File: config.mk
export PLATFORM = sky130hd
export DESIGN_NAME = dfsc_ctrl
export DESIGN_NICKNAME = d
export VERILOG_FILES = /design/src/rtl/dfsc_pkg.sv /design/src/rtl/dfsc_ctrl.sv
export SDC_FILE = /design/constraint.sdc
export NUM_CORES = 1
export LEC_CHECK = 0
export BUFFER_PORTS_ARGS = -buffer_cell sky130_fd_sc_hd__buf_2
export CAP_MARGIN = 20
export CORE_MARGIN = 1.5
export CORE_UTILIZATION = 40
export CTS_CLUSTER_SIZE = 14
export DETAILED_ROUTE_END_ITERATION = 8
export GPL_ROUTABILITY_DRIVEN = 0
export GPL_TIMING_DRIVEN = 0
export MAX_ROUTING_LAYER = met4
export PLACE_DENSITY = 0.71
export SLEW_MARGIN = 20
export SYNTH_ARGS = -nofsm -noshare
export SYNTH_HDL_FRONTEND = slang
export SYNTH_SLANG_ARGS = --single-unit
export TNS_END_PERCENT = 50
File: constraint.sdc
create_clock -name i_clk -period 2.5 [get_ports i_clk]
set_clock_uncertainty 0.2 [all_clocks]
set_input_delay 0.25 -clock i_clk [delete_from_list [all_inputs] [get_ports i_clk]]
set_output_delay 0.25 -clock i_clk [all_outputs]
set_load 0.02 [all_outputs]
File: src/rtl/dfsc_pkg.sv
// Shared constants, codes and controller/datapath command types for the DFS cycle checker.
package dfsc_pkg;

    localparam int NODES  = 16;
    localparam int NODE_W = 4;
    localparam int CNT_W  = $clog2(NODES + 1);

    typedef logic [NODE_W-1:0] t_node;
    typedef logic [CNT_W-1:0]  t_cnt;
    typedef logic [1:0]        t_code;

    localparam t_code OP_DECLARE = 2'd0;
    localparam t_code OP_EDGE    = 2'd1;
    localparam t_code OP_RUN     = 2'd2;
    localparam t_code OP_CLEAR   = 2'd3;

    localparam t_code KIND_POST       = 2'd0;
    localparam t_code KIND_PATH       = 2'd1;
    localparam t_code KIND_DONE_ACYC  = 2'd2;
    localparam t_code KIND_DONE_CYCLE = 2'd3;

    localparam t_code COLOR_WHITE = 2'd0;
    localparam t_code COLOR_GRAY  = 2'd1;
    localparam t_code COLOR_BLACK = 2'd2;

    typedef enum logic [1:0] {
        NSEL_ZERO,
        NSEL_TOP,
        NSEL_PATH,
        NSEL_START
    } t_nsel;

    typedef struct packed {
        logic  run_init;
        logic  root_rd;
        logic  root_adv;
        logic  root_take;
        logic  scan_adv;
        logic  push;
        logic  pop;
        logic  gray_hit;
        logic  k_rd;
        logic  k_inc;
        logic  emit;
        t_code kind;
        t_nsel nsel;
        logic  last;
    } t_dp_cmd;

    typedef struct packed {
        logic root_end;
        logic root_ok;
        logic scan_end;
        logic edge_white;
        logic edge_gray;
        logic depth_one;
        logic k_end;
        logic k_match;
        logic out_free;
    } t_dp_stat;

endpackage

File: src/rtl/dfsc_ctrl.sv
// Controller: sequences root selection, neighbor scan, cycle path walk and status.
module dfsc_ctrl import dfsc_pkg::*; (
    input  logic     i_clk,
    input  logic     i_rst_n,
    input  logic     i_in_valid,
    input  t_code    i_opcode,
    input  t_dp_stat i_stat,
    output logic     o_in_ready,
    output t_dp_cmd  o_cmd
);

    typedef enum logic [7:0] {
        S_IDLE  = 8'b0000_0001,
        S_ROOT  = 8'b0000_0010,
        S_SCAN  = 8'b0000_0100,
        S_FIND  = 8'b0000_1000,
        S_PATH  = 8'b0001_0000,
        S_CLOSE = 8'b0010_0000,
        S_CYC   = 8'b0100_0000,
        S_ACYC  = 8'b1000_0000
    } t_state;

    t_state r_state;
    t_state n_state;

    assign o_in_ready = r_state == S_IDLE;

    always_comb begin
        n_state = r_state;
        o_cmd   = '0;
        unique case (r_state)
            S_IDLE: begin
                if (i_in_valid && i_opcode == OP_RUN) begin
                    o_cmd.run_init = 1'b1;
                    n_state        = S_ROOT;
                end
            end
            S_ROOT: begin
                o_cmd.root_rd = 1'b1;
                if (i_stat.root_end) begin
                    n_state = S_ACYC;
                end else begin
                    o_cmd.root_adv = 1'b1;
                    if (i_stat.root_ok) begin
                        o_cmd.root_take = 1'b1;
                        n_state         = S_SCAN;
                    end
                end
            end
            S_SCAN: begin
                if (i_stat.scan_end) begin
                    // finish the top node once the result register can take it
                    if (i_stat.out_free) begin
                        o_cmd.pop  = 1'b1;
                        o_cmd.emit = 1'b1;
                        o_cmd.kind = KIND_POST;
                        o_cmd.nsel = NSEL_TOP;
                        if (i_stat.depth_one) n_state = S_ROOT;
                    end
                end else begin
                    o_cmd.scan_adv = 1'b1;
                    if (i_stat.edge_white) begin
                        o_cmd.push = 1'b1;
                    end else if (i_stat.edge_gray) begin
                        o_cmd.gray_hit = 1'b1;
                        n_state        = S_FIND;
                    end
                end
            end
            S_FIND: begin
                o_cmd.k_rd = 1'b1;
                if (!i_stat.k_end && !i_stat.k_match) o_cmd.k_inc = 1'b1;
                else n_state = S_PATH;
            end
            S_PATH: begin
                o_cmd.k_rd = 1'b1;
                if (i_stat.k_end) begin
                    n_state = S_CLOSE;
                end else if (i_stat.out_free) begin
                    o_cmd.emit  = 1'b1;
                    o_cmd.kind  = KIND_PATH;
                    o_cmd.nsel  = NSEL_PATH;
                    o_cmd.k_inc = 1'b1;
                end
            end
            S_CLOSE: begin
                if (i_stat.out_free) begin
                    o_cmd.emit = 1'b1;
                    o_cmd.kind = KIND_PATH;
                    o_cmd.nsel = NSEL_START;
                    n_state    = S_CYC;
                end
            end
            S_CYC: begin
                if (i_stat.out_free) begin
                    o_cmd.emit = 1'b1;
                    o_cmd.kind = KIND_DONE_CYCLE;
                    o_cmd.nsel = NSEL_ZERO;
                    o_cmd.last = 1'b1;
                    n_state    = S_IDLE;
                end
            end
            S_ACYC: begin
                if (i_stat.out_free) begin
                    o_cmd.emit = 1'b1;
                    o_cmd.kind = KIND_DONE_ACYC;
                    o_cmd.nsel = NSEL_ZERO;
                    o_cmd.last = 1'b1;
                    n_state    = S_IDLE;
                end
            end
            default: n_state = S_IDLE;
        endcase
    end

    always_ff @(posedge i_clk) begin
        if (!i_rst_n) begin
            r_state <= S_IDLE;
        end else begin
            r_state <= n_state;
        end
    end

endmodule

Yosys cells after proc, flatten, opt, wreduce, memory -nomap -nowiden
Cells that the tools add are included.

storage, ports and cells
  flip-flop bits (word level) = 8
  input bits = 14
  output and inout bits = 17
  word-level logic and storage cells = 63

cells by class
  equality and inequality tests = 19
  muxes and demuxes = 37
  reductions and logical operators = 6

operators with widths
  cell                  count
  $mux W8               12
  $pmux W8 S7           1
  $pmux W5 S5           1
  $mux W6               4
  $mux W5               3
  $ne A3 B3 Y1 const B  5
  $mux W1               10
  $reduce_and A10 Y1    1
  $eq A8 B1 Y1 const B  1
  $eq A8 B2 Y1 const B  1
  $eq A8 B3 Y1 const B  1
  $eq A8 B4 Y1 const B  1
  $eq A8 B5 Y1 const B  1
  $eq A8 B6 Y1 const B  1
  $eq A8 B7 Y1 const B  1
  $eq A8 B8 Y1 const B  1
  $ne A2 B2 Y1 const B  3
  $mux W2               2
  $mux W4               1
  $ne A2 B1 Y1 const B  2
  $pmux W2 S2           1
  $mux W3               1
  $eq A2 B2 Y1 const B  1
  $logic_and A1 B1 Y1   2
  other kinds (3)       4

Longest topological paths before layout
  word-level depth = 4
  depth in mapped cells = 6
  mapped depth without buffers = 6

Worst setup path after synthesis
Ideal clock, no wire load.

  path kind = flip-flop to output port
  start = register r_state[7]
  end = output port o_cmd[10] in the netlist's numbering
  arrival time = 1.692 ns
  required time = 2.050 ns
  setup slack = 0.358 ns
  cell stages (with the launch flop) = 5
  cells stage by stage = dfxtp_1 nor4_2 nand2_1 nor2_1 and2_1

RTL lines
  element                 RTL line          RTL
  from (decl)             dfsc_ctrl.sv:23   t_state r_state;
  from (signal assigned)  dfsc_ctrl.sv:120  r_state <= n_state;
  to (decl)               dfsc_ctrl.sv:9    output t_dp_cmd o_cmd

==> run metrics <==
post-synthesis cell area between 600 and 700 um^2; top cells by area, synth dfxtp_1, nand2_1, nand3_1, nor2_1, a2111oi_4; H-tree levels 1; Post-CTS Hold Fix Bufs 0; initial antenna violation count 0; CTS Root Cell clkbuf_4; area leader, netlist dfxtp_1; Layout Nets ~140; sequential area share after synthesis 24.6%; Largest Register r_state; peak supply drop ~0.26 mV; Inserted Diodes 0; Max-cap violations 0; critical path required time ~2.1 ns; DIE HEIGHT 43.4 um; HPWL after DPL about 1300 um; worst rel slew slack a little under three fifths; DP Worst Slack about 0.21 ns; slowest library cell on the worst path nor4_4; crit path max fanout 6; syn_nets about 100; starting density of the core 42.8%; Hold Path Sink r_state[7]; Crit path max-delay family simple AND/OR/NAND/NOR gates; Starting DRT DRC Count 9; DR DRC count 0; IO Port Bufs 30; final antenna-violating net count 0; Synth Instances 89; Max Slew Vio Count 0; reg2reg start r_state[2]; DRT Pass-1 Iters 4; post-CTS setup repair buffer count 0; Worst EP arrival roughly 1.9 ns; CTS clk-pin slew, worst paths about 0.06 ns; FF-to-FF setup slack around 0.28 ns; final worst-path cycle share between 90% and 100%; first-pass GRT wire length approximately 2700 um; ordered cell list for the critical path nor4_4 > nand4_2 > o21ai_1 > nand2_1 > inv_1 > or3_1 > buf_2; status completed; register cell area after layout ~160 um^2; clk buf depth 2; worst hold path type input port to flop; number of cells on the worst hold path 3; most frequent cells in the layout buf_2, nand2_1, nor2_1, nand3_1, dfxtp_1; Layout area overhead 32.2%; Vias 739; via count of the first global-routing pass a little under 700; element type at the critical path end output pin; Tmin final 2.35 ns; CTS tree built; Setup CP Type flop to output pin; total leakage power slightly above 0.4 nW; Via density approximately 5.4; I/O Pins 31; die area between 0.0015 and 0.002 mm^2; FILL cells approximately 160; Skew-Pair Late Insertion Delay 0.26 ns; Hold Crit Start i_stat[8]; dpl cells ~140; routed len/inst around 12 um; CTS sink cnt 8; Worst Reg-to-Reg Cells 6; Fmax 426 MHz; pwr dens 556 mW/mm^2; total track usage 19.8%; mean area per synthesized cell about 7.3 um^2; share of the synthesized area in the top cell type 24.6%; wire length after detailed routing between 1500 and 2000 um; multi-input logic area ~480 um^2; setup_tns 0 ns; top flop regs r_state: 8 flops; Max stage delay on crit path roughly 0.45 ns; flip-flop count of the largest register after layout 8; Distinct cells, synth 30; Hold Vio Cnt, Final 0; RSZ-0062 raised after global routing true; ratio of cells with drive above 1 in the final layout about a third; Die W 43.4 um; yosys warns 0; commonest non-fill, non-tap cell in the layout buf_2; Yosys reg bits 8; Rows 14; CP bufs+invs 2; pin count of the biggest net entering global routing 11; CTS Buf Count 3; fin cells between 100 and 150; Worst Setup Start Kind flop; core area about 0.0015 mm^2; FF-to-FF End r_state[4]; worst slew pin tran roughly 0.66 ns; setup ws final about 0.15 ns; Final Setup Violations 0; total congestion overflow 0
[layer usage]
layer	routed length, um	global-route usage [%]
met5	0	-
met2	792	33.1
met3	116	2.50
met1	731	23.7
met4	27	9.09
[logic make-up (layout without fill, tap and decap cells)]
logic type	count (synthesis)	after routing	share of synthesized area (%)
flip-flops	8	8	24.6
XOR/XNOR	1	1	1.34
AND/OR/NAND/NOR	56	56	49.1
AO/OA/AOI/OAI	15	15	18.2
multiplexers	1	1	1.54
buffers and inverters	8	41	5.18
[synthesized netlist by cell type (all sizes together)]
library cell and n:
dfxtp 8, nor4 2, nand2b 1, nor2 10, nor3 4, or2b 1
nand4 2, nand3 10, clkbuf 1, a2111oi 1, nor4b 3, nor2b 4
inv 6, nand4b 1, a31oi 1, and2 3, xor2 1, o22ai 1
nand2 13, buf 1, nand3b 1, a21oi 4, or3 1, o21ai 8
mux2i 1
[final cells by class]
class,instances,share of cell area [%]
multi-input combinational,73,55.2
buffer,2,1.31
sequential,8,18.6
timing repair buffer,30,17.4
tap,16,2.32
inverter,6,2.61
clock buffer,3,2.61
[how the worst max path moves through the flow]
stage | startpoint | endpoint | slack (ns) | cells after the start
floorplan | r_state[7] | o_cmd[10] | 0.36 | 4
global placement | r_state[2] | r_state[4] | 0.23 | 6
detailed placement | r_state[2] | r_state[4] | 0.21 | 6
CTS | r_state[7] | o_cmd[5] | 0.10 | 7
global route | r_state[0] | o_cmd[5] | -0.03 | 7
finish | r_state[0] | o_cmd[5] | 0.15 | 7
[what timing repair did]
action | 4_1_cts | 5_1_grt
resized for setup | 1 | 1
pin swaps | 0 | 1
endpoints found under the setup margin | 1 | 3
[power by group]
group | switching [mW] | internal, mW
registers | 0.0215 | 0.141
logic | 0.134 | 0.0835
clock network | 0.0444 | 0.0550
total | 0.200 | 0.279
[worst reg2reg max path: cells and delay by family (launching register included)]
kind / cells / cell delay [ns]
flops: 1 / 0.38
mux: 1 / 0.15
simple gates: 4 / 1.22
compound gates: 1 / 0.16
[stage by stage]
step	utilization [%]	hold WS (ns)	total power, mW	cell area, um^2
6_report	56.6	0.0401	0.479	862
5_1_grt	56.6	0.0715	0.518	862
4_1_cts	56.0	0.0411	0.479	853
3_5_place_dp	53.9	0.308	0.370	822
3_3_place_gp	53.9	0.312	0.366	822
2_1_floorplan	-	0.187	0.312	652
(Power assumes the default switching activity.)
