--- config.mk ---
export PLATFORM = sky130hd
export DESIGN_NAME = dfsc_dp
export DESIGN_NICKNAME = d
export VERILOG_FILES = /design/src/rtl/dfsc_pkg.sv /design/src/rtl/dfsc_dp.sv
export SDC_FILE = /design/constraint.sdc
export NUM_CORES = 1
export LEC_CHECK = 0
export ABC_AREA = 0
export BUFFER_PORTS_ARGS = -buffer_cell sky130_fd_sc_hd__buf_2
export CELL_PAD_IN_SITES_DETAIL_PLACEMENT = 1
export CELL_PAD_IN_SITES_GLOBAL_PLACEMENT = 1
export CORE_MARGIN = 3
export CORE_UTILIZATION = 35
export CTS_CLUSTER_SIZE = 12
export DETAILED_ROUTE_END_ITERATION = 10
export PLACE_DENSITY_LB_ADDON = 0.08
export SLEW_MARGIN = 0
export SYNTH_ARGS = -nofsm -noshare
export SYNTH_HDL_FRONTEND = slang
export SYNTH_SLANG_ARGS = --single-unit
export TNS_END_PERCENT = 30
--- constraint.sdc ---
create_clock -name i_clk -period 4.6 [get_ports i_clk]
set_input_delay 0.23 -clock i_clk [delete_from_list [all_inputs] [get_ports i_clk]]
set_output_delay 0.23 -clock i_clk [all_outputs]
set_load 0.03 [all_outputs]
--- src/rtl/dfsc_pkg.sv ---
// Shared constants, codes and controller/datapath command types for the DFS cycle checker.
package dfsc_pkg;

    localparam int NODES  = 16;
    localparam int NODE_W = 4;
    localparam int CNT_W  = $clog2(NODES + 1);

    typedef logic [NODE_W-1:0] t_node;
    typedef logic [CNT_W-1:0]  t_cnt;
    typedef logic [1:0]        t_code;

    localparam t_code OP_DECLARE = 2'd0;
    localparam t_code OP_EDGE    = 2'd1;
    localparam t_code OP_RUN     = 2'd2;
    localparam t_code OP_CLEAR   = 2'd3;

    localparam t_code KIND_POST       = 2'd0;
    localparam t_code KIND_PATH       = 2'd1;
    localparam t_code KIND_DONE_ACYC  = 2'd2;
    localparam t_code KIND_DONE_CYCLE = 2'd3;

    localparam t_code COLOR_WHITE = 2'd0;
    localparam t_code COLOR_GRAY  = 2'd1;
    localparam t_code COLOR_BLACK = 2'd2;

    typedef enum logic [1:0] {
        NSEL_ZERO,
        NSEL_TOP,
        NSEL_PATH,
        NSEL_START
    } t_nsel;

    typedef struct packed {
        logic  run_init;
        logic  root_rd;
        logic  root_adv;
        logic  root_take;
        logic  scan_adv;
        logic  push;
        logic  pop;
        logic  gray_hit;
        logic  k_rd;
        logic  k_inc;
        logic  emit;
        t_code kind;
        t_nsel nsel;
        logic  last;
    } t_dp_cmd;

    typedef struct packed {
        logic root_end;
        logic root_ok;
        logic scan_end;
        logic edge_white;
        logic edge_gray;
        logic depth_one;
        logic k_end;
        logic k_match;
        logic out_free;
    } t_dp_stat;

endpackage

--- src/rtl/dfsc_dp.sv ---
// Datapath: graph storage, colors, search stack, cycle path pointer and result register.
module dfsc_dp import dfsc_pkg::*; (
    input  logic     i_clk,
    input  logic     i_rst_n,
    input  logic     i_load,
    input  t_code    i_opcode,
    input  t_node    i_src,
    input  t_node    i_dst,
    input  t_dp_cmd  i_cmd,
    output t_dp_stat o_stat,
    output logic     o_res_valid,
    input  logic     i_res_ready,
    output t_code    o_kind,
    output t_node    o_node,
    output logic     o_last
);

    logic [NODES-1:0] r_adj [NODES];
    logic [NODES-1:0] r_decl;
    t_code            r_color [NODES];
    t_node            r_stk_node [NODES];
    t_cnt             r_stk_next [NODES];
    t_cnt             r_depth;
    t_node            r_cstart;
    t_cnt             r_root;
    t_cnt             r_k;
    logic             r_ov;
    t_code            r_kind;
    t_node            r_node;
    logic             r_last;

    t_node w_top_idx;
    t_node w_rd_idx;
    t_node w_rd_node;
    t_cnt  w_rd_next;
    t_node w_nbr;
    t_node w_root_idx;
    t_node w_color_idx;
    t_code w_color;
    logic  w_edge;
    logic  w_src_ok;
    logic  w_dst_ok;
    logic  w_can_push;
    t_node w_emit_node;

    assign w_top_idx   = NODE_W'(r_depth - CNT_W'(1));
    assign w_rd_idx    = i_cmd.k_rd ? r_k[NODE_W-1:0] : w_top_idx;
    assign w_rd_node   = r_stk_node[w_rd_idx];
    assign w_rd_next   = r_stk_next[w_rd_idx];
    assign w_nbr       = w_rd_next[NODE_W-1:0];
    assign w_root_idx  = r_root[NODE_W-1:0];
    assign w_color_idx = i_cmd.root_rd ? w_root_idx : w_nbr;
    assign w_color     = r_color[w_color_idx];
    assign w_edge      = (w_rd_next != CNT_W'(NODES)) && r_adj[w_rd_node][w_nbr];
    assign w_src_ok    = CNT_W'(i_src) < CNT_W'(NODES);
    assign w_dst_ok    = CNT_W'(i_dst) < CNT_W'(NODES);
    assign w_can_push  = r_depth < CNT_W'(NODES);

    always_comb begin
        o_stat.root_end   = r_root == CNT_W'(NODES);
        o_stat.root_ok    = (r_root != CNT_W'(NODES)) && r_decl[w_root_idx] &&
                            (w_color == COLOR_WHITE);
        o_stat.scan_end   = w_rd_next == CNT_W'(NODES);
        o_stat.edge_white = w_edge && (w_color == COLOR_WHITE);
        o_stat.edge_gray  = w_edge && (w_color == COLOR_GRAY);
        o_stat.depth_one  = r_depth == CNT_W'(1);
        o_stat.k_end      = r_k == r_depth;
        o_stat.k_match    = w_rd_node == r_cstart;
        o_stat.out_free   = !r_ov || i_res_ready;
    end

    always_comb begin
        unique case (i_cmd.nsel)
            NSEL_TOP, NSEL_PATH: w_emit_node = w_rd_node;
            NSEL_START:          w_emit_node = r_cstart;
            default:             w_emit_node = '0;
        endcase
    end

    always_ff @(posedge i_clk) begin
        if (!i_rst_n) begin
            for (int i = 0; i < NODES; i++) begin
                r_adj[i]   <= '0;
                r_color[i] <= COLOR_WHITE;
            end
            r_decl   <= '0;
            r_depth  <= '0;
            r_cstart <= '0;
            r_root   <= '0;
            r_k      <= '0;
        end else begin
            if (i_load) begin
                unique case (i_opcode)
                    OP_DECLARE: begin
                        if (w_src_ok) r_decl[i_src] <= 1'b1;
                    end
                    OP_EDGE: begin
                        if (w_src_ok && w_dst_ok) begin
                            r_decl[i_src]       <= 1'b1;
                            r_adj[i_src][i_dst] <= 1'b1;
                        end
                    end
                    OP_CLEAR: begin
                        for (int i = 0; i < NODES; i++) begin
                            r_adj[i]   <= '0;
                            r_color[i] <= COLOR_WHITE;
                        end
                        r_decl   <= '0;
                        r_depth  <= '0;
                        r_cstart <= '0;
                    end
                    default: ;
                endcase
            end
            if (i_cmd.run_init) begin
                for (int i = 0; i < NODES; i++) r_color[i] <= COLOR_WHITE;
                r_depth <= '0;
                r_root  <= '0;
            end
            if (i_cmd.root_adv) r_root <= r_root + CNT_W'(1);
            if (i_cmd.root_take) begin
                r_color[w_root_idx] <= COLOR_GRAY;
                r_depth             <= CNT_W'(1);
            end
            if (i_cmd.push) begin
                r_color[w_nbr] <= COLOR_GRAY;
                if (w_can_push) r_depth <= r_depth + CNT_W'(1);
            end
            if (i_cmd.pop) begin
                r_color[w_rd_node] <= COLOR_BLACK;
                r_depth            <= r_depth - CNT_W'(1);
            end
            if (i_cmd.gray_hit) begin
                r_cstart <= w_nbr;
                r_k      <= '0;
            end
            if (i_cmd.k_inc) r_k <= r_k + CNT_W'(1);
        end
    end

    // Stack entries are written before they are read in every run.
    always_ff @(posedge i_clk) begin
        if (i_cmd.root_take) begin
            r_stk_node[0] <= w_root_idx;
            r_stk_next[0] <= '0;
        end
        if (i_cmd.scan_adv) r_stk_next[w_top_idx] <= w_rd_next + CNT_W'(1);
        if (i_cmd.push && w_can_push) begin
            r_stk_node[r_depth[NODE_W-1:0]] <= w_nbr;
            r_stk_next[r_depth[NODE_W-1:0]] <= '0;
        end
    end

    always_ff @(posedge i_clk) begin
        if (!i_rst_n) begin
            r_ov <= 1'b0;
        end else if (i_cmd.emit) begin
            r_ov <= 1'b1;
        end else if (i_res_ready) begin
            r_ov <= 1'b0;
        end
    end

    always_ff @(posedge i_clk) begin
        if (i_cmd.emit) begin
            r_kind <= i_cmd.kind;
            r_node <= w_emit_node;
            r_last <= i_cmd.last;
        end
    end

    assign o_res_valid = r_ov;
    assign o_kind      = r_kind;
    assign o_node      = r_node;
    assign o_last      = r_last;

endmodule

## Word level (Yosys, flattened, before mapping)

Memories as Yosys holds them, arrays and structs flattened.
Index checks and enable logic that the tools add are counted.

| storage, ports and cells | value |
|---|---|
| flip-flop bits (word level) | 43 |
| memory bits (writable) | 432 |
| bits of input ports | 30 |
| output and inout port bits | 17 |
| word-level logic and storage cells | 215 |
| memories kept | 4 |

| operators by class | value |
|---|---|
| add/sub/neg operators | 5 |
| $lt $le $gt $ge | 7 |
| equal/unequal tests | 13 |
| multiplexer cells | 105 |
| bitwise operators | 49 |
| reduce and logical (&&, ||, !) cells | 23 |

Memory list:

| memory | depth | bits a word | read ports | clocked after memory_dff | wr ports | line | text |
|---|---|---|---|---|---|---|---|
| r_adj | 16 | 16 | 1 | 0 | 16 | dfsc_dp.sv:18 | `logic [NODES-1:0] r_adj [NODES];` |
| r_stk_next | 16 | 5 | 1 | 0 | 3 | dfsc_dp.sv:22 | `t_cnt r_stk_next [NODES];` |
| r_stk_node | 16 | 4 | 1 | 0 | 2 | dfsc_dp.sv:21 | `t_node r_stk_node [NODES];` |
| r_color | 16 | 2 | 1 | 0 | 19 | dfsc_dp.sv:20 | `t_code r_color [NODES];` |

Operators with widths:

| kind | count |
|---|---|
| $mux 16 | 19 |
| $mux 2 | 32 |
| $mux 5 | 11 |
| $or 1x1->1 | 48 |
| $pmux 16 s2 | 1 |
| $mux 1 | 31 |
| $mux 4 | 6 |
| $add 5x1->5 const B | 4 |
| $lt 4x5->1 const B | 4 |
| $or 16x16->16 | 1 |
| $reduce_or 16->1 | 1 |
| $reduce_bool 2->1 | 6 |
| $eq 5x5->1 const B | 2 |
| $ne 5x5->1 const B | 2 |
| $bmux 1 s4 | 2 |
| $demux 1 s4 | 2 |
| $ge 4x1->1 const B | 2 |
| $logic_and 1x1->1 | 8 |
| $pmux 4 s2 | 1 |
| $eq 2x1->1 const B | 3 |
| $eq 2x2->1 const B | 3 |
| $eq 5x1->1 const B | 1 |
| $eq 5x5->1 | 1 |
| $lt 5x5->1 const B | 1 |
| other kinds (7) | 10 |

## Longest topological paths before layout

| logic depth | value |
|---|---|
| depth in word-level cells | 8 |
| mapped depth | 21 |
| mapped depth without buffers | 15 |

## Worst setup path before layout

No wires, ideal clock.

| path | value |
|---|---|
| path type | reg-to-output |
| start | reg r_depth[0] |
| end | out o_stat[7] (netlist bit) |
| data arrival time | 5.101 ns |
| required time | 4.370 ns |
| path slack | -0.731 ns |
| cell stages (with the launch flop) | 19 |
| path buffers | 5 |
| cell sequence | dfxtp_1 > buf_2 > inv_1 > buf_2 > ha_1 > nand2b_2 > buf_6 > nand2_1 > buf_2 > mux4_2 > mux2i_1 > mux2i_4 > inv_2 > o21ai_2 > buf_2 > mux2_2 > o211ai_1 > nand4_1 > a2111oi_0 |

RTL lines:

| what | line | text |
|---|---|---|
| start, declared | dfsc_dp.sv:23 | `t_cnt r_depth;` |
| start signal, assigned | dfsc_dp.sv:127 | `if (w_can_push) r_depth <= r_depth + CNT_W'(1);` |
| start signal, assigned | dfsc_dp.sv:131 | `r_depth <= r_depth - CNT_W'(1);` |
| end, declared | dfsc_dp.sv:10 | `output t_dp_stat o_stat,` |

==> results.md <==
- Reg2reg setup slack: between 0.9 and 1 ns
- Slowest stage delay, CP: 0.58 ns
- Peak VDD IR: 0.000262 V
- # port buffers: 46
- Initial antenna violation count: 5
- Die Height: 252 um
- Placed Cells: 2902
- Fmax: 206 MHz
- CP max FO: 7
- Global routing usage on met3: ~4.4%
- Final Non-Filler Cells: between 3000 and 4000
- GRT met1 Usage: 33.0%
- Die area: about 63000 um^2
- Num CTS Buffers: 54
- Num ports: 47
- PD cells: 521 nW/um^2
- CP Launch Type: flip-flop
- First-pass GRT wire length: approximately 110 mm
- First-pass detailed-route iteration total: 5
- CORE AREA: 59500 um^2
- Status: finished with violations
- Worst r2r path cells: 17
- Die outline width: between 200 and 300 um
- Clk buf depth: 3
- Hold Vio Cnt, Final: 0
- Post-synthesis cell count: 2106
- Gr usage total: about a quarter
- Detailed placer's ending HPWL: slightly above 50 mm
- Root buffer cell: clkbuf_16
- Setup ws final: -0.256 ns
- Final setup violation count: 3
- Row count: about 90
- Worst-margin pin slew: between 1 and 1.5 ns
- Critical Path RT: 4.37 ns
- Largest net degree at the start of global routing: 75
- H-tree levels: 2
- Via count: approximately 17000
- R2r endpoint: r_stk_next[0][4]$_SDFFE_PP0P_
- GP Congestion: ~0.84
- Final Routed Wirelength: ~76 mm
- Worst Setup EP: o_stat[4]
- Clk_lat worst skew: approximately 0.61 ns
- Vias in the first global route: 17800
- DRC viols: 0
- Grt met2 use: 36.6%
- Synth top area share: roughly two fifths
- Most Crowded Layer GR: met2
- Post-synthesis cell area: ~21000 um^2
- Final slew viol count: 0
- Ys Warns: 0
- Sinks on Clock Net: about 480
- Fin crit period: approximately 5 ns
- Top cells by area, synth: dfxtp_1 (38%), edfxtp_1 (10%), a22o_1 (8.2%)
- Cell Area, Placed: 22900 um^2
- Clock slew at reported path FFs: approximately 0.06 ns
- Hold Crit Class: in -> reg
- MaxCap Viol Count: 0
- Synth Register Bits: 475
- Grt ovf: 0
- Critical-path top delay cell: or4_4
- Share of cells above drive strength 1: between 20% and 30%
- Netlist cell types: 86
- Slew headroom: 13.7%
- Nets: approximately 2300
- 1st-iter DRT viols: about 1200
- CP Capture Type: output pin
- Post-route ant nets: 0
- Routed len/inst: around 25 um
- Lkg Pwr: between 9 and 10 nW
- Syn Area/Cell: a little over 10 um^2
- Final Cycle Share: 106%
- R2r startpoint: r_depth[0]$_SDFF_PN0_
- Worst setup path start: r_depth[0]$_SDFF_PN0_
- Failing checks: negative setup slack
- Starting density of the core: 35.6%
- Clock Skew: around 0.033 ns
- EDFF count, synth: slightly above 70
- Syn Nets: 2153
- Ys async rst share: 0%
- Sequential share of the synthesized area: around half
- Final Cell Area: about 26000 um^2
- Main synth FF type: dfxtp_1
- Critical path class: reg -> out
- Filler Cells Inserted: roughly 6500
- Cell Chain, Critical Path: inv_2, buf_4, ha_4, xor2_4, mux2_4, nand2_2, a311oi_1, buf_4, or4_4, buf_12, clkbuf_4, nand3_1, o22ai_1, or4_4, a2bb2oi_4, o2111ai_2, buf_6, nor4_4, buf_6
- Arrival time at the worst endpoint: approximately 4.6 ns
- RSZ-0062 raised after global routing: yes
- Via-per-instance ratio: about 5.7
- Area delta synth->final: 21.6%
- Synth area leader: dfxtp_1
- CTS tree: done
-- through the flow --
stage	hold slack [ns]	total power, mW	util [%]	setup TNS [ns]	worst slack [ns]
2_1_floorplan	0.329	7.07	-	-0.626	-0.339
3_3_place_gp	0.409	8.53	38.5	-0.239	-0.164
3_5_place_dp	0.408	8.57	38.5	-0.309	-0.200
4_1_cts	0.0249	13.3	42.5	-1.01	-0.373
5_1_grt	0.0723	14.0	43.3	-1.11	-0.397
6_report	0.0516	13.4	43.3	-0.659	-0.256
-- cells in the mapped netlist, types with 23 or more instances --
cell type,count
nor3_1,37
nor2_1,212
a22o_1,198
a21oi_1,92
a211oi_1,85
mux4_2,24
nand2_1,189
o21ai_0,94
mux2_2,30
clkbuf_1,95
edfxtp_1,71
buf_2,27
nand2b_1,23
a22oi_1,32
nand3_1,36
dfxtp_1,404
mux2i_1,160
-- routing by layer --
metal / share of wire [%] / vias up
li1: - / 8049
met1: 48 / 8892
met2: 45 / 392
met3: 4.7 / 131
met4: 2.9 / 4
met5: 0.035 / -
-- repair_timing --
action,in CTS,in global routing
resized for setup,52,66
setup endpoints to repair,3,3
cloned,3,2
setup buffers,13,17
pin swaps,11,25
hold buffers,11,0
hold endpoints to repair,26,0
-- cell usage in the layout, fill, tap and decap left out, drive strengths merged, types with 17 or more instances in the layout --
cell and count:
buf 209, o22ai 21, edfxtp 71, clkbuf 80, a211oi 85, inv 23, nand2b 24, nor2b 20
mux2 31, nand2 192, a22oi 32, a22o 198, mux4 24, a21oi 92, nor2 213, ha 17
nor3 38, dfxtp 404, o21ai 97, nand3 36, mux2i 166
-- state kept, by name, summed over array words and instances (netlist names) --
| name | count |
|---|---|
| r_root | 5 |
| o_node | 4 |
| r_decl | 16 |
| r_cstart | 4 |
| r_depth | 5 |
| r_adj | 256 |
| o_kind | 2 |
| o_last | 1 |
| r_color | 32 |
| r_stk_next | 80 |
| o_res_valid | 1 |
| r_k | 5 |
| r_stk_node | 64 |
-- layout make-up --
type / count / area [um^2] / share of cell area, %
clock buffers: 77 / 1580 / 6.13
flip-flops and latches: 475 / 10200 / 39.7
inverters: 23 / 98.8 / 0.384
well taps: 773 / 967 / 3.76
multi-input cells: 1451 / 10600 / 41.3
diodes: 1 / 2.50 / 0.00972
clock inverters: 21 / 211 / 0.821
repair buffers: 225 / 2020 / 7.85
-- logic make-up after synthesis --
group	synth area share (%)
flops	48.3
mux	12.3
simple gates	12.7
fa+ha+maj	1.00
xor+xnor	0.662
buf+inv	4.13
compound gates	21.0
-- report_power, final --
group / leakage, nW / internal [mW] / switching, mW
combinational: 5.04 / 1.69 / 2.40
sequential: 3.94 / 4.69 / 0.235
clock: 0.887 / 2.60 / 1.80
-- worst min-delay path by stage --
stage	end	cells past startpoint	slack [ns]	startpoint
floorplan	o_kind[0]$_DFFE_PP_	0	0.33	i_cmd[3]
global route	r_depth[0]$_SDFF_PN0_	2	0.07	i_cmd[12]
detailed placement	o_last$_DFFE_PP_	1	0.41	i_cmd[0]
CTS	r_depth[0]$_SDFF_PN0_	2	0.02	i_cmd[12]
global placement	o_last$_DFFE_PP_	1	0.41	i_cmd[0]
finish	r_depth[0]$_SDFF_PN0_	2	0.05	i_cmd[12]
-- worst max-delay path: cells and delay by family, from the launching register on --
family	cells	cell delay [ns]
AOI/OAI and AO/OA	4	0.46
xor gates and xnor gates	1	0.17
adders and majority gates	1	0.17
buffers and inverters	7	1.00
DFF	1	0.34
muxes	1	0.36
and+or+nand+nor	5	1.49
(Power assumes the default switching activity.)
